`src/design/bcpd_ram.sv`:
```
// Generic single-write, single-read RAM with registered read data.
`timescale 1ns / 1ps

module bcpd_ram #(
	parameter int WIDTH = 8,
	parameter int DEPTH = 16
) (
	input  logic                     clk,
	input  logic                     we,
	input  logic [$clog2(DEPTH)-1:0] waddr,
	input  logic [WIDTH-1:0]         wdata,
	input  logic [$clog2(DEPTH)-1:0] raddr,
	output logic [WIDTH-1:0]         rdata
);

	logic [WIDTH-1:0] mem_q [DEPTH];

	always_ff @(posedge clk) begin
		if (we) begin
			mem_q[waddr] <= wdata;
		end
		rdata <= mem_q[raddr];
	end

endmodule

```
`config.mk`:
```
export PLATFORM = sky130hd
export DESIGN_NAME = bcpd_ram
export DESIGN_NICKNAME = d
export VERILOG_FILES = /design/src/design/bcpd_ram.sv
export SDC_FILE = /design/constraint.sdc
export NUM_CORES = 1
export LEC_CHECK = 0
export ABC_AREA = 1
export ABC_CLOCK_PERIOD_IN_PS = 1090
export BUFFER_PORTS_ARGS = -buffer_cell sky130_fd_sc_hd__buf_2
export CORE_MARGIN = 2
export CORE_UTILIZATION = 61
export DETAILED_ROUTE_END_ITERATION = 8
export MAX_ROUTING_LAYER = met4
export PLACE_DENSITY_LB_ADDON = 0.3
export SKIP_LAST_GASP = 1
export SLEW_MARGIN = 20
export SYNTH_ARGS = -nofsm -noshare
export SYNTH_HDL_FRONTEND = slang
export SYNTH_SLANG_ARGS = --single-unit
```
`constraint.sdc`:
```
create_clock -name clk -period 1.09 [get_ports clk]
set_input_delay 0.0545 -clock clk [delete_from_list [all_inputs] [get_ports clk]]
set_output_delay 0.0545 -clock clk [all_outputs]
set_load 0.05 [all_outputs]
```
==> flow_summary_export.csv <==
group,metric,value,unit
timing,fin_crit,1.10,ns
grt,grt_pass1_wl,21000,um
placed_design,port_buffers,25,
setup_path,crit_fanout,1,
setup_path,required,1.04,ns
clock_network,cts.sinks,136,
pwr,vdd_drop_max,0.00107,V
grt,grt_max_degree,46,
setup_path,path_class,"reg2out",
logic_synthesis,synth_edf_count,128,
grt,grt_overflow,0,
floorplanning,start_util,0.627,
worst_hold_path,worst_hold_path_type,"in2reg",
clock_network,postCtsSetupBuffers,0,
setup_path,slowest_delay,0.36,ns
logic_synthesis,synth-xor-area-share,0,
logic_synthesis,synth_compound_area_frac,0,
timing,setup_viol,1,
job,maxCapViolCount,0,
grt,antenna_found_initial,0,
placed_design,place_area,6170,um2
logic_synthesis,synthTopCellsByArea,"edfxtp_1 (67%), nand2_1 (11%), nand3_1 (8.4%), inv_1 (6.5%), dfxtp_1 (2.8%)",
timing,hold_viol,0,
logic_synthesis,syn_inst,551,
floorplanning,ios,26,
finish,nets,627,
routing,wl_met3,1260,um
routing,vias_per_cell,5.54,
finish,antenna_cells,0,
logic_synthesis,synth_top_family_by_area,"simple AND/OR/NAND/NOR gates",
setup_path,crit_slowest_cell,"dfxtp_2",
routing,wirelength,13200,um
pwr,power_density,1810,nW/um2
setup_path,worst_ep_arrival_time,1.04,ns
routing,routed.top_layer,"met4",
clock_network,clk_pin_slew,0.06,ns
setup_path,cp_cell_sequence,"buf_8",
clock_network,tritoncts,"yes",
setup_path,startpoint_type,"flip-flop",
clock_network,clkLatencyLatePin,0.53,ns
logic_synthesis,synth_top_area_share,0.667,
status,outcome,"complete, but fails checks",
finish,ff_latch_area,4010,um2
logic_synthesis,synth_mux_area_frac,0,
logic_synthesis,synth_adder_area_share,0,
logic_synthesis,avgSynthCellArea,10.5,um2
setup_path,cp-endpoint,"rdata[1]",
setup_path,rr_worst_depth,6,
timing,worst_slack,-0.00636,ns
finish,fin_area,6940,um2
timing,finalMaxSlewViolations,0,
routing,wire_per_inst,18.0,um
logic_synthesis,async_reset_ff_frac,0,
logic_synthesis,ys_top_cells_by_count,"nand2_1 (173), edfxtp_1 (128), inv_1 (100), nand3_1 (97), nor2_1 (17)",
floorplanning,core,9200,um2
logic_synthesis,yosys.cell_count.top_type,"nand2_1",
logic_synthesis,syn_area,5770,um2
floorplanning,die_y,101,um
timing,max_slew_margin,0.742,
logic_synthesis,synth_simple_gate_area_frac,0.210,
logic_synthesis,yosysSeqAreaShare,0.694,
finish,multiInputGateArea,1220,um2
floorplanning,die_area,10200,um2
logic_synthesis,ys_ff_latch,136,
finish,post-route-util,0.754,
setup_path,path_delay_family,"flip-flops",
setup_path,r2r_slack,0.06,ns
finish,syn_to_final_growth,20.3,%
routing,first_iter_violations,410,
floorplanning,rows,35,
clock_network,cts_made_buffers,17,
floorplanning,die_w,101,um
pwr,p_leak,3.04,nW
grt,grt_use_total,0.293,
placed_design,place_inst,692,
routing,drt-met1-wl,5300,um
logic_synthesis,synth_nets,569,
logic_synthesis,ys.flop_type,"edfxtp_1",
logic_synthesis,yosysUniqueCellTypes,12,
finish,finalNonFillerCells,733,
routing,drc,0,
clock_network,htreeDepth,4,
status,violations,"setup timing",
setup_path,critPathLaunch,"rdata[1]",
finish,fillers,576,
placed_design,place.detailed.hpwl,7980,um
timing,skew,0.00736,ns
setup_path,cp-end-kind,"output pin",
timing,rsz0062_at_grt,"yes",
logic_synthesis,yosys_warnings,0,
setup_path,r2r_start,"mem_q[14][3]",
setup_path,cp.depth,1,
grt,grt_pass1_vias,3991,
routing,drt_first_pass_iters,5,
logic_synthesis,yosysTopAreaCell,"edfxtp_1",
timing,max_freq,0.912,GHz
routing,via_count,4064,
clock_network,cts_buffer_depth,2,
timing,finalSetupTns,-0.00636,ns
setup_path,worst_r2r_endpoint,"rdata[3]",
finish,drive_gt1_frac,0.153,
routing,ant_nets,0,
timing,finalCritPeriodShare,1.01,
timing,hold-worst-slack,0.0636,ns
placed_design,place_congestion,0.889,
timing,worst_pin_slew,0.387,ns
clock_network,root_buffer,"clkbuf_8",
setup_path,critPathBufInv,1,
routing,wl_met2,6350,um
==> registers in the layout, summed over array words and instances, names as in the netlist <==
register and flops:
rdata 8, mem_q 128
==> per-layer routing <==
layer  global-route usage  vias up
met3               0.0683       27
met5                    -        -
li1                     -     1890
met1                0.398     1920
met4                0.119        0
met2                0.434      227
==> cells by family (layout without fill, tap and decap cells) <==
| kind of cell | Yosys count | after routing |
|---|---|---|
| and+or+nand+nor | 289 | 289 |
| DFF | 136 | 136 |
| buffers and inverters | 126 | 197 |
==> area by class of cell <==
| type | count | area share |
|---|---|---|
| clock buffer | 18 | 0.0603 |
| clock inverter | 14 | 0.0251 |
| inverter | 102 | 0.0552 |
| multi-input combinational | 289 | 0.176 |
| sequential | 136 | 0.579 |
| tap | 111 | 0.0200 |
| timing repair buffer | 63 | 0.0844 |
==> tightest hold or removal path: stages <==
cell	delay [ns]
buf_2	0.09
inv_1	0.06
buf_12	0.15
nand3_1	0.08
nand3_1	0.06
nand2_1	0.06
==> worst min-delay path by stage <==
stage / end / cells after the start / start
after floorplan: mem_q[0][0] / 0 / wdata[0]
after global placement: mem_q[1][2] / 1 / wdata[2]
after detailed placement: mem_q[1][2] / 1 / wdata[2]
after CTS: rdata[4] / 6 / raddr[2]
after global routing: rdata[1] / 6 / raddr[2]
final: rdata[4] / 6 / raddr[2]
==> stage by stage <==
stage | setup slack (ns) | power [mW]
after floorplan | 0.0847 | 6.52
after detailed placement | -0.0202 | 6.86
after global routing | -0.0297 | 12.9
after global placement | 0.00774 | 6.84
final | -0.00636 | 12.6
after CTS | -0.0259 | 12.6
==> placed cells by master, fill, tap and decap left out, drive strengths merged <==
master       Yosys  final
buf             24     54
bufinv           0      3
clkbuf           0     18
clkinv           0      5
clkinvlp         0      3
dfxtp            8      8
dlygate4sd3      0      9
edfxtp         128    128
inv            102    105
nand2          173    173
nand3           97     97
nand3b           2      2
nor2            17     17
==> report_power, final <==
part | leakage [nW] | switching, mW | internal (mW)
clock | 0.280 | 2.19 | 3.50
sequential | 1.22 | 0.0474 | 5.85
combinational | 1.54 | 0.635 | 0.329
total | 3.04 | 2.87 | 9.68
==> timing repair <==
| action | CTS | global route |
|---|---|---|
| setup endpoints to repair | 8 | 10 |
| hold endpoints to repair | 134 | 0 |
| resized for setup | 16 | 13 |
| hold buffers | 9 | 0 |
Power figures use the tool's default switching activity.
