==> src/design/bcpd_pkg.sv <==
// Shared types and constants of the Bernoulli change-point detector.
`timescale 1ns / 1ps

package bcpd_pkg;

	localparam int CNT_W = 11;
	localparam logic [CNT_W-1:0] COUNT_MAX = 11'd2047;
	localparam logic [CNT_W-1:0] COUNT_ONE = 11'd1;

	localparam logic REG_TRACKED_ARM = 1'b0;
	localparam logic REG_GAMMA_WEIGHT = 1'b1;

	typedef enum logic [3:0] {
		ST_IDLE,
		ST_AM_RD,
		ST_AM_CHK,
		ST_SC_RD,
		ST_SC_WAIT,
		ST_SC_RUN,
		ST_APPEND,
		ST_NM_RD,
		ST_NM_WAIT,
		ST_NM_RUN,
		ST_FINISH
	} seq_state_t;

	typedef enum logic [1:0] {
		SC_IDLE,
		SC_MUL,
		SC_MUL2,
		SC_DIV
	} scale_state_t;

	typedef enum logic {
		NM_IDLE,
		NM_DIV
	} norm_state_t;

endpackage

==> src/design/bcpd_scale.sv <==
// Iterative scaling of one weight by (1 - gamma) times its Laplace likelihood.
`timescale 1ns / 1ps

module bcpd_scale #(
	parameter int WEIGHT_BITS = 32
) (
	input  logic                              clk,
	input  logic                              arst_n,
	input  logic                              start,
	input  logic [WEIGHT_BITS-1:0]            weight,
	input  logic [32:0]                       factor,
	input  logic [bcpd_pkg::CNT_W-1:0]        num,
	input  logic [bcpd_pkg::CNT_W:0]          den,
	output logic                              done,
	output logic [WEIGHT_BITS-1:0]            result
);

	localparam int W = WEIGHT_BITS;
	localparam int C = bcpd_pkg::CNT_W;
	localparam int PW = W + 34;
	localparam int DW = W + C;
	localparam int KW = $clog2(W + 34);

	bcpd_pkg::scale_state_t state_q;
	logic [KW-1:0]   cnt_q;
	logic [PW-1:0]   p_q;
	logic [W-1:0]    w_q;
	logic [C-1:0]    num_q;
	logic [C:0]      den_q;
	logic [DW-1:0]   d_q;
	logic [C+1:0]    rem_q;
	logic            done_q;

	logic [W:0]      upper;
	logic [PW-1:0]   p_next;
	logic [C+1:0]    rem_sh;
	logic            qbit;
	logic [C+1:0]    rem_next;

	always_comb begin
		upper = p_q[PW-1:33] + {1'b0, w_q};
		p_next = p_q[0] ? ({upper, p_q[32:0]} >> 1) : (p_q >> 1);
		rem_sh = {rem_q[C:0], d_q[DW-1]};
		qbit = (rem_sh >= {1'b0, den_q});
		rem_next = qbit ? (rem_sh - {1'b0, den_q}) : rem_sh;
	end

	always_ff @(posedge clk or negedge arst_n) begin
		if (!arst_n) begin
			state_q <= bcpd_pkg::SC_IDLE;
			done_q <= 1'b0;
			cnt_q <= '0;
		end else begin
			done_q <= 1'b0;
			unique case (state_q)
				bcpd_pkg::SC_IDLE: begin
					if (start) begin
						state_q <= bcpd_pkg::SC_MUL;
						cnt_q <= '0;
					end
				end
				bcpd_pkg::SC_MUL: begin
					cnt_q <= cnt_q + 1'b1;
					if (cnt_q == KW'(32)) begin
						state_q <= bcpd_pkg::SC_MUL2;
					end
				end
				bcpd_pkg::SC_MUL2: begin
					state_q <= bcpd_pkg::SC_DIV;
					cnt_q <= '0;
				end
				bcpd_pkg::SC_DIV: begin
					cnt_q <= cnt_q + 1'b1;
					if (cnt_q == KW'(DW - 1)) begin
						state_q <= bcpd_pkg::SC_IDLE;
						done_q <= 1'b1;
					end
				end
				default: state_q <= bcpd_pkg::SC_IDLE;
			endcase
		end
	end

	always_ff @(posedge clk) begin
		unique case (state_q)
			bcpd_pkg::SC_IDLE: begin
				if (start) begin
					p_q <= {{(W + 1){1'b0}}, factor};
					w_q <= weight;
					num_q <= num;
					den_q <= den;
				end
			end
			bcpd_pkg::SC_MUL: p_q <= p_next;
			bcpd_pkg::SC_MUL2: begin
				// The product now holds weight * factor; keep its Q0.32 floor.
				d_q <= DW'(p_q[W+31:32]) * DW'(num_q);
				rem_q <= '0;
			end
			bcpd_pkg::SC_DIV: begin
				d_q <= {d_q[DW-2:0], qbit};
				rem_q <= rem_next;
			end
			default: ;
		endcase
	end

	assign done = done_q;
	assign result = (den_q == '0) ? '0 : d_q[W-1:0];

endmodule

==> config.mk <==
export PLATFORM = sky130hd
export DESIGN_NAME = bcpd_scale
export DESIGN_NICKNAME = d
export VERILOG_FILES = /design/src/design/bcpd_pkg.sv /design/src/design/bcpd_scale.sv
export SDC_FILE = /design/constraint.sdc
export NUM_CORES = 1
export LEC_CHECK = 0
export BUFFER_PORTS_ARGS = -buffer_cell sky130_fd_sc_hd__buf_2
export CORE_AREA = 2 2 244 198
export CTS_BUF_LIST = sky130_fd_sc_hd__clkbuf_8 sky130_fd_sc_hd__clkbuf_16
export DETAILED_ROUTE_END_ITERATION = 10
export DIE_AREA = 0 0 246 200
export PLACE_DENSITY = 0.66
export SKIP_LAST_GASP = 1
export SYNTH_ARGS = -nofsm -noshare
export SYNTH_HDL_FRONTEND = slang
export SYNTH_SLANG_ARGS = --single-unit
export TNS_END_PERCENT = 1
==> constraint.sdc <==
create_clock -name clk -period 5.6 [get_ports clk]
set_input_delay 1.12 -clock clk [delete_from_list [all_inputs] [get_ports clk]]
set_output_delay 1.12 -clock clk [all_outputs]
set_load 0.05 [all_outputs]
==> flow_metrics.tcl <==
set metrics [dict create \
    timing.rr.end "d_q[36]$_DFFE_PP_" \
    antenna_found_initial 0 \
    crit_start "num_q[5]$_DFFE_PP_" \
    drive_gt1_share_pct 18.1 \
    drtPass1Iterations 5 \
    synth_nets 2634 \
    timing.rr.start "num_q[5]$_DFFE_PP_" \
    syn_area_per_cell_um2 9.74 \
    multiInputGateArea_mm2 0.0140 \
    insertion_delay_ns 0.47 \
    std_cell_rows 71 \
    yosys_warnings 0 \
    reg2regPathDepth 19 \
    drt_iter0_drc 874 \
    nets 2856 \
    path_class "register to register" \
    wl_per_cell_um 17.5 \
    reg2reg_slack_ns 0.05 \
    synthFlopType "edfxtp_1" \
    syn-cell-area_mm2 0.0208 \
    synth-edff-count 175 \
    dp_hpwl_um 40800 \
    path_max_fanout 13 \
    via_per_inst 5.32 \
    ant_nets 0 \
    maxCapViolCount 0 \
    die_area_mm2 0.0492 \
    vias 15934 \
    async_reset_ff_share_pct 5.41 \
    antennaDiodeCount 0 \
    fin_crit_ns 5.55 \
    detail_route.wirelength_um 52600 \
    area.sequential_mm2 0.00551 \
    worstMarginPinSlew_ns 0.916 \
    fmax_mhz 180 \
    clkTransAtPathRegs_ns 0.08 \
    cp_data_required_time_ns 5.81 \
    grt_max_degree 83 \
    cp-endpoint "d_q[36]$_DFFE_PP_" \
    finalHoldViolCount 0 \
    rsz0062_at_grt "yes" \
    max_slew_margin_pct 38.7 \
    die_y_um 200 \
    holdCritPathClass "primary input to asynchronous set/reset pin" \
    overflow 0 \
    cts_inserted_buffers 17 \
    yosysUniqueCellTypes 78 \
    coreArea_mm2 0.0466 \
    fin_skew_ns 0.0129 \
    htreeDepth 4 \
    status "finished clean" \
    setup_viol 0 \
    grtUsageTotal_pct 21.5 \
    fin_cells 2995 \
    port-buffer-count 123 \
    grt_pass1_vias 16411 \
    placed_cells 2924 \
    gp_congestion 0.879 \
    pin_count 124 \
    cts_tree "done" \
    end_kind "register" \
    area_growth_pct 16.1 \
    ys_seq_elements 185 \
    arrival_ns 5.76 \
    startpoint_type "register" \
    syn_inst 2140 \
    start_util_pct 44.7 \
    cts.sinks 185 \
    yosysSeqAreaShare_pct 26.4 \
    dieWidth_um 246 \
    fin_crit_sh_pct 99.0 \
    cts_root_buf "clkbuf_16" \
    n_fill_cell 4267 \
    cts.hold.buffers_added 0 \
    route.detailed.drc 0 \
    cts_max_path_buffers 2 \
    slew_violations 0 \
    grt_pass1_wl_um 83400 \
]
[flip-flops by register name, summed over array words and instances, names as in the netlist]
register	count
cnt_q	7
d_q	43
den_q	12
done	1
num_q	11
p_q	65
rem_q	12
state_q	2
w_q	32
[worst min-delay path by stage]
stage,endpoint,cells past startpoint,slack (ns),startpoint
5_1_grt,done$_DFF_PN0_,1,0.50,arst_n
3_5_place_dp,d_q[37]$_DFFE_PP_,2,0.53,d_q[36]$_DFFE_PP_
2_1_floorplan,d_q[34]$_DFFE_PP_,2,0.50,d_q[33]$_DFFE_PP_
3_3_place_gp,d_q[34]$_DFFE_PP_,2,0.52,d_q[33]$_DFFE_PP_
6_report,done$_DFF_PN0_,1,0.51,arst_n
4_1_cts,cnt_q[6]$_DFFE_PN0P_,1,0.49,arst_n
[cell type report]
class / instances / share of cell area (%)
multi-input cells: 1547 / 58.0
flip-flops and latches: 185 / 22.7
repair buffers: 308 / 8.83
inverters: 303 / 4.70
well taps: 620 / 3.21
clock buffers: 17 / 1.76
clock inverters: 15 / 0.713
[worst max-delay path: stages, from the launching register on]
cell	delay (ns)
edfxtp_1	0.35
buf_4	0.14
buf_12	0.14
nand2_1	0.09
fa_1	0.54
inv_1	0.05
fa_1	0.55
fa_1	0.46
fa_1	0.50
inv_1	0.05
fa_1	0.47
inv_1	0.04
ha_2	0.38
buf_4	0.12
nand4_1	0.10
or3_1	0.43
o211ai_4	0.32
o211ai_1	0.18
a211oi_1	0.26
a311oi_1	0.08
[cell usage after synthesis, types with 18 or more instances]
cell type	number	area [um^2]
edfxtp_1	175	5260
a21o_1	43	323
and2_1	186	1160
fa_1	271	5430
nand3_1	26	130
mux2i_1	25	250
inv_1	302	1130
clkbuf_1	96	360
xnor2_1	30	263
o21ai_0	59	295
nor3_1	18	90.1
a21oi_1	82	410
ha_1	132	1650
o21ai_1	19	95.1
nand2_1	305	1140
nor2_1	87	327
xor2_1	27	236
mux2_2	37	417
[through the flow]
stage                     setup WS [ns]  cell area (um^2)  hold WS (ns)  util [%]  TNS (ns)
after global placement          -0.0844             23000         0.519      49.4   -0.0844
after detailed placement         -0.134             23000         0.525      49.4    -0.176
final                            0.0535             24200         0.508      51.9         0
after floorplan                   0.258             20800         0.500         -         0
after global routing             -0.159             24200         0.501      51.9     -1.72
after CTS                       -0.0234             23700         0.493      50.8   -0.0448
[layer usage]
metal,share of wire (%),track usage (%),vias to the layer above
met3,5.7,3.93,71
met4,1.8,5.30,0
li1,-,-,7467
met5,0,0,-
met1,45,29.0,7948
met2,48,35.9,448
[logic make-up after synthesis]
| kind of cell | after synthesis | synth area share [%] |
|---|---|---|
| AOI/OAI and AO/OA | 331 | 10.7 |
| xor gates and xnor gates | 57 | 2.40 |
| adders and majority gates | 403 | 34.0 |
| buffers and inverters | 408 | 7.43 |
| DFF | 185 | 26.4 |
| muxes | 62 | 3.20 |
| and+or+nand+nor | 694 | 15.9 |
[cells in the final DEF (no fill, tap or decap), drive strengths merged, types with 26 or more instances in the layout]
cell type / n
a21o: 43
nand3: 26
and2: 187
xor2: 27
ha: 132
buf: 305
inv: 308
fa: 271
o21ai: 79
nor2: 87
mux2: 37
nand2: 305
xnor2: 30
edfxtp: 175
a21oi: 87
[repair_timing]
item,in CTS,in global routing
cloned,0,2
resized for setup,3,41
endpoints found under the setup margin,7,22
pin swaps,1,15
buffers inserted,9,28
Power is not shown: default switching activity piles up to over one toggle a cycle in this logic, so the estimate is an artifact.
