File: src/design/bcpd_pkg.sv
// Shared types and constants of the Bernoulli change-point detector.
`timescale 1ns / 1ps

package bcpd_pkg;

	localparam int CNT_W = 11;
	localparam logic [CNT_W-1:0] COUNT_MAX = 11'd2047;
	localparam logic [CNT_W-1:0] COUNT_ONE = 11'd1;

	localparam logic REG_TRACKED_ARM = 1'b0;
	localparam logic REG_GAMMA_WEIGHT = 1'b1;

	typedef enum logic [3:0] {
		ST_IDLE,
		ST_AM_RD,
		ST_AM_CHK,
		ST_SC_RD,
		ST_SC_WAIT,
		ST_SC_RUN,
		ST_APPEND,
		ST_NM_RD,
		ST_NM_WAIT,
		ST_NM_RUN,
		ST_FINISH
	} seq_state_t;

	typedef enum logic [1:0] {
		SC_IDLE,
		SC_MUL,
		SC_MUL2,
		SC_DIV
	} scale_state_t;

	typedef enum logic {
		NM_IDLE,
		NM_DIV
	} norm_state_t;

endpackage

File: src/design/bcpd_norm.sv
// Iterative normalization divider: floor(w * 2^W / s), saturated at one.
`timescale 1ns / 1ps

module bcpd_norm #(
	parameter int WEIGHT_BITS = 32,
	parameter int SUM_BITS = 43
) (
	input  logic                   clk,
	input  logic                   arst_n,
	input  logic                   start,
	input  logic [WEIGHT_BITS-1:0] weight,
	input  logic [SUM_BITS-1:0]    sum,
	output logic                   done,
	output logic [WEIGHT_BITS-1:0] result
);

	localparam int W = WEIGHT_BITS;
	localparam int S = SUM_BITS;
	localparam int KW = $clog2(W + 1);

	bcpd_pkg::norm_state_t state_q;
	logic [KW-1:0] cnt_q;
	logic [S:0]    r_q;
	logic [S-1:0]  s_q;
	logic [W-1:0]  q_q;
	logic          done_q;

	logic [S:0]    r_sh;
	logic          qbit;
	logic          sat;

	always_comb begin
		r_sh = {r_q[S-1:0], 1'b0};
		qbit = (r_sh >= {1'b0, s_q});
		sat = ({{(S - W){1'b0}}, weight} >= sum);
	end

	always_ff @(posedge clk or negedge arst_n) begin
		if (!arst_n) begin
			state_q <= bcpd_pkg::NM_IDLE;
			done_q <= 1'b0;
			cnt_q <= '0;
		end else begin
			done_q <= 1'b0;
			unique case (state_q)
				bcpd_pkg::NM_IDLE: begin
					if (start) begin
						cnt_q <= '0;
						if (sat) begin
							done_q <= 1'b1;
						end else begin
							state_q <= bcpd_pkg::NM_DIV;
						end
					end
				end
				bcpd_pkg::NM_DIV: begin
					cnt_q <= cnt_q + 1'b1;
					if (cnt_q == KW'(W - 1)) begin
						state_q <= bcpd_pkg::NM_IDLE;
						done_q <= 1'b1;
					end
				end
				default: state_q <= bcpd_pkg::NM_IDLE;
			endcase
		end
	end

	always_ff @(posedge clk) begin
		unique case (state_q)
			bcpd_pkg::NM_IDLE: begin
				if (start) begin
					r_q <= {{(S - W + 1){1'b0}}, weight};
					s_q <= sum;
					q_q <= sat ? '1 : '0;
				end
			end
			bcpd_pkg::NM_DIV: begin
				r_q <= qbit ? (r_sh - {1'b0, s_q}) : r_sh;
				q_q <= {q_q[W-2:0], qbit};
			end
			default: ;
		endcase
	end

	assign done = done_q;
	assign result = q_q;

endmodule

File: config.mk
export PLATFORM = sky130hd
export DESIGN_NAME = bcpd_norm
export DESIGN_NICKNAME = d
export VERILOG_FILES = /design/src/design/bcpd_pkg.sv /design/src/design/bcpd_norm.sv
export SDC_FILE = /design/constraint.sdc
export NUM_CORES = 1
export LEC_CHECK = 0
export BUFFER_PORTS_ARGS = -buffer_cell sky130_fd_sc_hd__buf_2
export CAP_MARGIN = 15
export CORE_MARGIN = 2
export CORE_UTILIZATION = 48
export CTS_CLUSTER_DIAMETER = 100
export CTS_CLUSTER_SIZE = 8
export DETAILED_ROUTE_END_ITERATION = 16
export HOLD_SLACK_MARGIN = 0.02
export PLACE_DENSITY = 0.69
export SETUP_SLACK_MARGIN = 0.3
export SYNTH_ARGS = -nofsm -noshare
export SYNTH_HDL_FRONTEND = slang
export SYNTH_SLANG_ARGS = --single-unit
File: constraint.sdc
create_clock -name clk -period 7.35 [get_ports clk]
set_input_delay 1.1025 -clock clk [delete_from_list [all_inputs] [get_ports clk]]
set_output_delay 1.1025 -clock clk [all_outputs]
set_load 0.005 [all_outputs]
==> results.md, run 1 <==
- The clock share of power is between 20% and 30%.
- In this run the worst path has a maximum fanout of 22.
- Counting along the longest clock path gives a buffer depth of 2.
- Summed over all nets, the switching power comes to between 1.5 and 2 mW.
- At the pin with the least slew margin, the transition time is about 1100 ps.
- The count of pins over their slew limit is 0.
- TritonCTS built the clock tree.
- The clock tree root driver cell is sky130_fd_sc_hd__clkbuf_16.
- The synthesized netlist cell count is about 950.
- The routed design has approximately 21000 um of wire.
- The wire length per cell is 16.6 um.
- The clock reaches the later pin of the worst-skew pair after around 420 ps.
- The mean instance size in the synthesized netlist is ~9 um^2.
- In this run, distinct cell masters in the synthesized netlist total 66.
- The tightest slew margin relative to the limit is between 20 and 30%.
- The predominant post-synthesis flop cell is sky130_fd_sc_hd__edfxtp_1.
- The number of CTS-inserted buffers is 17.
- The mapped netlist covers approximately 8700 um^2.
- Of all flip-flops after synthesis, the portion carrying an async set or reset was about 6.3%.
- The critical-path cell with the highest stage delay is sky130_fd_sc_hd__nand2_1.
- STA classifies the critical path endpoint as a register.
- The core region is 17800 um^2.
- The number of antenna repair diodes is 0.
- Once detail routing completed, the nets flagged for antenna violations numbered 0.
- After clock tree synthesis, the repair step resized 0 gates.
- The library cell used most frequently in the layout, excluding fill and tap cells, is sky130_fd_sc_hd__nand2_1.
- Overall power consumption after layout is estimated at 4.14 mW.
- The layout cell share with drive strength beyond 1 is roughly 14%.
- Setup repair after global routing left no endpoint under its margin.
- The post-route cell area is ~10000 um^2.
- For this block, the initial DRC count from the detailed router was 560.
- After clock tree synthesis, the clock-pin slew on the worst setup and hold paths is approximately 50 ps.
- The library cells used most frequently in the layout, excluding fill and tap cells, are sky130_fd_sc_hd__nand2_1, sky130_fd_sc_hd__edfxtp_1, sky130_fd_sc_hd__buf_2.
- The total count of hold-check failures in the final report was 0.
- The tool flagged a number of max-cap violations equal to 0.
- Setup violations remaining at the end of the flow were counted as 0.
- The net count after synthesis is about 1100.
- The number of global-route vias before repair is between 7000 and 8000.
- The first TritonRoute pass finished after 5 iterations.
- STA classifies the critical path startpoint as a register.
- For this design the ratio of total power to cell area is around 410 nW/um^2.
- The total I/O pin count is approximately 110.
- After layout, the worst path uses a little under three fifths of the clock period.
- The overall global routing resource usage is 22.8%.
- Once layout is complete, the utilization of the core stands at 56.2%.
- The data arrival time at the worst-slack endpoint is approximately 4300 ps.
- The sum of negative setup slack is 0 ps.
- The largest net degree at the start of global routing is slightly below 90.
- After legalization and detailed placement, the total HPWL measured ~15000 um.
- The die is between 100 and 150 um tall.
- The cell family with the largest share of critical-path delay is compound AO/OA/AOI/OAI gates.
- The worst hold path belongs to the class register to register.
- The post-detailed-route via-to-cell ratio is 5.67.
- The number of buffers inserted by port buffering is 110.
- The clock period minus final worst setup slack is ~4200 ps.
- Across the routed clock network, the largest skew measured is between 8 and 9 ps.
- The total clock sinks is ~130.
- The number of filler instances in the final layout is about 1600.
- The cell area after placement is ~9400 um^2.
- Internal power comes to around 2.5 mW.
- The flip-flop and latch area is between 3000 and 4000 um^2.
- After floorplanning, the core was divided into 49 placement rows.
- For the worst setup path, the data required time is roughly 7500 ps.
- The flow ran to the end, and the final reports show no timing, DRC or antenna violations.
- The synthesis-to-layout area growth is 15.5%.
- The die is around 140 um wide.
- The signal on the critical path passes through ha_1 > a21oi_1 > o21ai_0 > a311oi_1 > nor2_1 > o32ai_1 > nand2_1 > buf_4 > nand2_1 > o21ai_0.
- The congestion estimate from routability-driven global placement came to approximately 0.93.
- The remaining routing DRC violations is 0.
- The H-tree was split into 4 levels.
- The synthesized design contains between 100 and 150 register bits.
- The maximum cell stage delay along the critical path is ~750 ps.
- The initial utilization of the core area, before any placement, comes to 48.7%.
- The worst setup path is of the register to register kind.
- The total overflow reported by the global router is 0.
- The share of the yosys chip area belonging to registers is around 43%.
- Derived from the worst setup path, the maximum achievable clock frequency is around 0.24 GHz.
- For this design the static power due to leakage is between 4 and 5 nW.
- Counting both buffers and inverters, the worst setup path holds a total of 1.
- The die footprint is 19200 um^2.
- After clock tree synthesis, the flow added hold-fix buffers numbering 0.
- Buffers added to address setup during post-CTS repair amount to 0.
- The peak supply drop is 0.236 mV.
- The multi-input combinational cells in the finished layout cover a total of ~4400 um^2.
- The first-pass GRT wire length is about 36000 um.
- Per report_power, the sequential group accounts for between 20 and 30% of the total.
- The initial antenna violation count is 1.
- During synthesis, Yosys emitted a total of 0 warnings.
- The share of total power dissipated in combinational logic is 48.9%.
- Across all layers, the routed design uses ~7300 vias.
- Counting flops with a built-in enable in the synthesized netlist gives between 100 and 150.
- The final layout contains around 1200 nets.
- Of the total power, the share spent switching nets is 39.9%.
cell usage after synthesis, drive strengths merged, types with 3 or more instances:
library cell  count  area share (%)
or3               4            0.29
nand2b            6            0.43
o211ai           12             1.0
inv              93             4.0
o21ai            46             2.7
ha               76              11
a211oi            7            0.61
and4              5            0.50
xor2              6            0.61
o31a              3            0.30
o31ai            10            0.92
a21oi            58             3.3
a2bb2oi           4            0.40
nor3              9            0.52
edfxtp          118              41
o221ai            3            0.30
buf              17             1.0
o21bai            5            0.43
and2              7            0.53
nor4              8            0.58
and3              6            0.43
a21boi            3            0.26
a31oi            36             2.6
nand2           171             7.4
nand4            15             1.3
clkbuf           19            0.82
dfrtp             8             2.3
xnor2            25             2.5
o311ai            6            0.61
o2111ai           7            0.71
or4               3            0.26
nor2b             7            0.50
o21a             14             1.2
a21o             20             1.7
nor2             65             2.8
nand3            23             1.3
state kept, by name, summed over array words and instances (netlist names):
signal   cells
r_q         43
s_q         43
result      32
cnt_q        6
done         1
state_q      1
cell families after synthesis:
family | after synthesis | share of synthesized area [%]
xor gates and xnor gates | 31 | 3.13
AOI/OAI and AO/OA | 252 | 19.0
adders and majority gates | 77 | 11.2
buffers and inverters | 129 | 5.86
and+or+nand+nor | 338 | 17.7
DFF | 126 | 43.1
routing by layer:
metal / up-vias / part of all wire [%] / GRT usage (%)
met5: - / 0 / 0
met4: 0 / 1.2 / 5.53
met3: 20 / 5.0 / 4.09
met2: 211 / 45 / 35.7
met1: 3439 / 49 / 32.9
li1: 3666 / - / -
path summary, 6_finish.rpt:
kind	from	to	slack, ps	depth (start not counted)
worst max-delay path	r_q[34]	r_q[26]	3160	10
worst min-delay path	cnt_q[5]	cnt_q[5]	500	1
worst max register to register	r_q[34]	r_q[26]	3160	10
worst min register to register	cnt_q[5]	cnt_q[5]	500	1
max in group asynchronous	arst_n	state_q	6640	1
min in group asynchronous	arst_n	cnt_q[3]	520	1
power by group through the flow:
stage | combinational, mW | clock [mW] | sequential (mW)
3_3_place_gp | 1.96 | 0 | 1.21
3_5_place_dp | 1.99 | 0 | 1.21
5_1_grt | 2.27 | 0.953 | 1.23
6_report | 2.03 | 0.914 | 1.20
4_1_cts | 2.01 | 0.926 | 1.20
2_1_floorplan | 1.55 | 0 | 1.19
layout make-up:
| cell class | count | share of cell area (%) |
|---|---|---|
| sequential | 126 | 37.3 |
| clock inverter | 13 | 1.93 |
| multi-input combinational | 698 | 44.2 |
| inverter | 93 | 3.48 |
| tap | 229 | 2.86 |
| timing repair buffer | 115 | 5.84 |
| clock buffer | 19 | 4.31 |
per-stage QoR:
| step | hold WS [ps] | setup WS (ps) | std cells |
|---|---|---|---|
| 6_report | 497 | 3160 | 1293 |
| 2_1_floorplan | 456 | 4090 | 953 |
| 5_1_grt | 525 | 2840 | 1293 |
| 3_5_place_dp | 491 | 3200 | 1261 |
| 3_3_place_gp | 486 | 2800 | 1260 |
| 4_1_cts | 499 | 3180 | 1293 |
Power figures use the tool's default switching activity.
==> run 2: changes to the inputs <==
==> constraint.sdc (replaced) <==
create_clock -name clk -period 4.1 [get_ports clk]
set_input_delay 0.615 -clock clk [delete_from_list [all_inputs] [get_ports clk]]
set_output_delay 0.615 -clock clk [all_outputs]
set_load 0.005 [all_outputs]
==> run 2 against run 1 <==
  * Critical path type unchanged
  * Via count barely moved
  * Cell count rose by 0.62%
  * Clock-buffer cell count fell by 2
  * Die area did not move
  * Clock power rose by 55%
  * Global-route usage fell by 0.59 points
  * Sequential power rose by 80%
  * Largest cell class unchanged
==> results.md, run 2 (synthesis gave the netlist of run 1 again) <==
- Status: completed (unchanged).
- The number of optimization iterations in the first detailed-route pass is 5 (unchanged).
- The total overflow reported by the global router came to 0 (unchanged).
- The die height came to 139 um (unchanged).
- The nature of the critical path startpoint is a register (unchanged).
- The aggregate routed wire length is 21100 um (was 21400 um).
- The total count of hold-check failures in the final report is 0 (unchanged).
- The die footprint is 19200 um^2 (unchanged).
- The sum of negative setup slack is 0 ps (unchanged).
- The flip-flop and latch area is 3750 um^2 (unchanged).
- The layout cell share with drive strength beyond 1 was 15.4% (was 14.5%).
- The data arrival time at the worst-slack endpoint is 3570 ps (was 4340 ps).
- The number of global-route vias before repair was 6920 (was 7033).
- The slack of the critical path came to 687 ps (was 3160 ps).
- The post-detailed-route via-to-cell ratio was 5.64 (was 5.67).
- The transition time of the tightest slew-check pin came to 757 ps (was 1070 ps).
- The maximum buffer depth of the clock tree is 2 (unchanged).
- The count of nets after finishing is 1215 (was 1206).
- The overall global routing resource usage was 22.2% (was 22.8%).
- The number of endpoints failing setup at the final stage came to 0 (unchanged).
- The switching share of total power is 41.0% (was 39.9%).
- The flop-to-flop setup slack is 690 ps (was 3160 ps).
- The remaining routing DRC violations came to 0 (unchanged).
- The first-pass GRT wire length is 34600 um (was 35500 um).
- The number of antenna repair diodes is 0 (unchanged).
- The clock slew at the register clock pins of the worst setup and hold paths is 60 ps (was 50 ps).
- The detailed placer's ending HPWL is 15600 um (was 15300 um).
- The net switching power was 2.96 mW (was 1.65 mW).
- The number of buffers inserted by port buffering is 110 (unchanged).
- The largest net degree at the start of global routing was 68 (was 88).
- The internal power component was 4.26 mW (was 2.49 mW).
- The die boundary width is 139 um (unchanged).
- The worst setup skew after layout is 9.61 ps (was 8.40 ps).
- The clock period minus final worst setup slack is 3410 ps (was 4190 ps).
- Most frequent cells in the layout: sky130_fd_sc_hd__nand2_1, sky130_fd_sc_hd__edfxtp_1, sky130_fd_sc_hd__buf_2 (unchanged).
- The critical-path cell with the highest stage delay is sky130_fd_sc_hd__nor4b_1 (was sky130_fd_sc_hd__nand2_1).
- The number of violations reported at the end of detailed-routing iteration 0 is 445 (was 560).
- The clock tree root driver cell is sky130_fd_sc_hd__clkbuf_16 (unchanged).
- The critical path endpoint category is a register (unchanged).
- The worst hold slack is 371 ps (was 497 ps).
- The top achievable clock speed was 0.293 GHz (was 0.239 GHz).
- The total I/O pin count came to 111 (unchanged).
- The commonest non-fill, non-tap cell in the layout was sky130_fd_sc_hd__nand2_1 (unchanged).
- The peak supply drop is 0.399 mV (was 0.236 mV).
- The wire length per cell is 16.2 um (was 16.6 um).
- The count of H-tree levels built during CTS was 4 (unchanged).
- The worst reg-to-reg path cell count is 9 (was 10).
- The count of max-cap constraint violations is 0 (unchanged).
- The leakage component of the power is 4.59 nW (about the same).
- The critical path class is register to register (unchanged).
- The number of CTS-inserted buffers was 17 (unchanged).
- Setup repair after global routing missed its margin: no (unchanged).
- The ratio of total power to cell area is 719 nW/um^2 (was 413 nW/um^2).
- The data required time of the critical path is 4250 ps (was 7510 ps).
- The number of filler instances in the final layout is 1613 (was 1607).
- The overall power after layout is 7.22 mW (was 4.14 mW).
- The maximum cell stage delay along the critical path is 590 ps (was 750 ps).
- The hold path depth is 1 (unchanged).
- The maximum net fanout on the critical path is 10 (was 22).
- The synthesis-to-layout area growth is 15.6% (was 15.5%).
- The area inside the core boundary was 17800 um^2 (unchanged).
- The placer congestion estimate is 0.905 (was 0.932).
- The clock latency on the worst-skew pair was 430 ps (was 420 ps).
- The sequential cell fraction of total power is 30.0% (was 29.0%).
- The TritonCTS clock tree is done (unchanged).
- The count of pins over their slew limit was 0 (unchanged).
- The tightest slew margin relative to the limit is 49.1% (was 28.5%).
- The number of placed cells counting well taps is 1269 (was 1261).
- The worst slack after detailed placement was 653 ps (was 3200 ps).
- The logic gate share of total power was 50.4% (was 48.9%).
- The clock share of power is 19.6% (was 22.1%).
- Chain of cells forming the critical path: ha_1 > nand4_2 > nor4_1 > o2111ai_1 > nand3_1 > nor4b_1 > nor2_1 > o311ai_0 > o311ai_1 (was ha_1 > a21oi_1 > o21ai_0 > a311oi_1 > nor2_1 > o32ai_1 > nand2_1 > buf_4 > nand2_1 > o21ai_0).
- The routed via count is 7335 (was 7336).
- The antenna violation net count after detailed routing is 0 (unchanged).
- The initial antenna violation count is 0 (was 1).
- The final clock period utilization by the worst path came to 83.2% (was 57.0%).
- The number of rows in the core area was 49 (unchanged).
- The total clock sinks is 126 (unchanged).
- The initial cell density of the core was 48.7% (unchanged).
- The final standard cell count with taps included and fillers excluded is 1301 (was 1293).
- The class of the most critical hold timing path is input port to register (was register to register).
- The footprint of the multi-input gates is 4440 um^2 (unchanged).
[run 2: cell types whose count changed in the layout (fill, tap and decap cells not counted), sizes merged]
| cell | change |
|---|---|
| buf | +8 |
| bufinv | -4 |
| clkinvlp | +4 |
| clkbuf | -2 |
| clkinv | +1 |
| dlygate4sd3 | +1 |
[run 2: final timing paths]
check,startpoint,endpoint
worst max-delay path,r_q[17],r_q[38]
worst min-delay path,sum[24],s_q[24]
worst max register to register,r_q[17],r_q[38]
worst min register to register,cnt_q[5],cnt_q[5]
max in group asynchronous,arst_n,state_q
min in group asynchronous,arst_n,cnt_q[4]
[run 2: metal layers]
metal	vias to the layer above	GRT usage, %	share of wire, %
li1	3678	-	-
met1	3440	31.8	49
met4	0	5.69	1.1
met3	22	4.33	5.1
met5	-	0	0
met2	195	34.7	45
[run 2: power groups by stage]
stage	combinational, mW	sequential [mW]	clock (mW)
3_5_place_dp	3.61	2.17	0
3_3_place_gp	3.56	2.18	0
2_1_floorplan	2.79	2.13	0
6_report	3.64	2.16	1.42
5_1_grt	4.09	2.21	1.48
4_1_cts	3.62	2.16	1.44
[run 2: final cells by class]
cell class	count	area share (%)
timing repair buffer	124	6.66
sequential	126	37.3
inverter	93	3.48
tap	229	2.85
multi-input combinational	698	44.2
clock buffer	17	4.24
clock inverter	14	1.22
[run 2: metrics by stage]
stage | cell area (um^2) | util (%)
3_3_place_gp | 9480 | 53.1
6_report | 10000 | 56.3
2_1_floorplan | 8680 | -
4_1_cts | 10000 | 56.3
5_1_grt | 10000 | 56.3
3_5_place_dp | 9480 | 53.1
[run 2: what timing repair did]
action | 4_1_cts | 5_1_grt
setup buffers | 0 | 0
hold buffers | 1 | 0
gates resized for setup | 0 | 0
hold endpoints to repair | 8 | 0
[run 2: worst max-delay path: cells and delay by family, from the launching register on]
family | cells | cell delay [ps]
DFF | 1 | 390
AOI/OAI and AO/OA | 3 | 670
and+or+nand+nor | 5 | 1590
adders and majority gates | 1 | 480
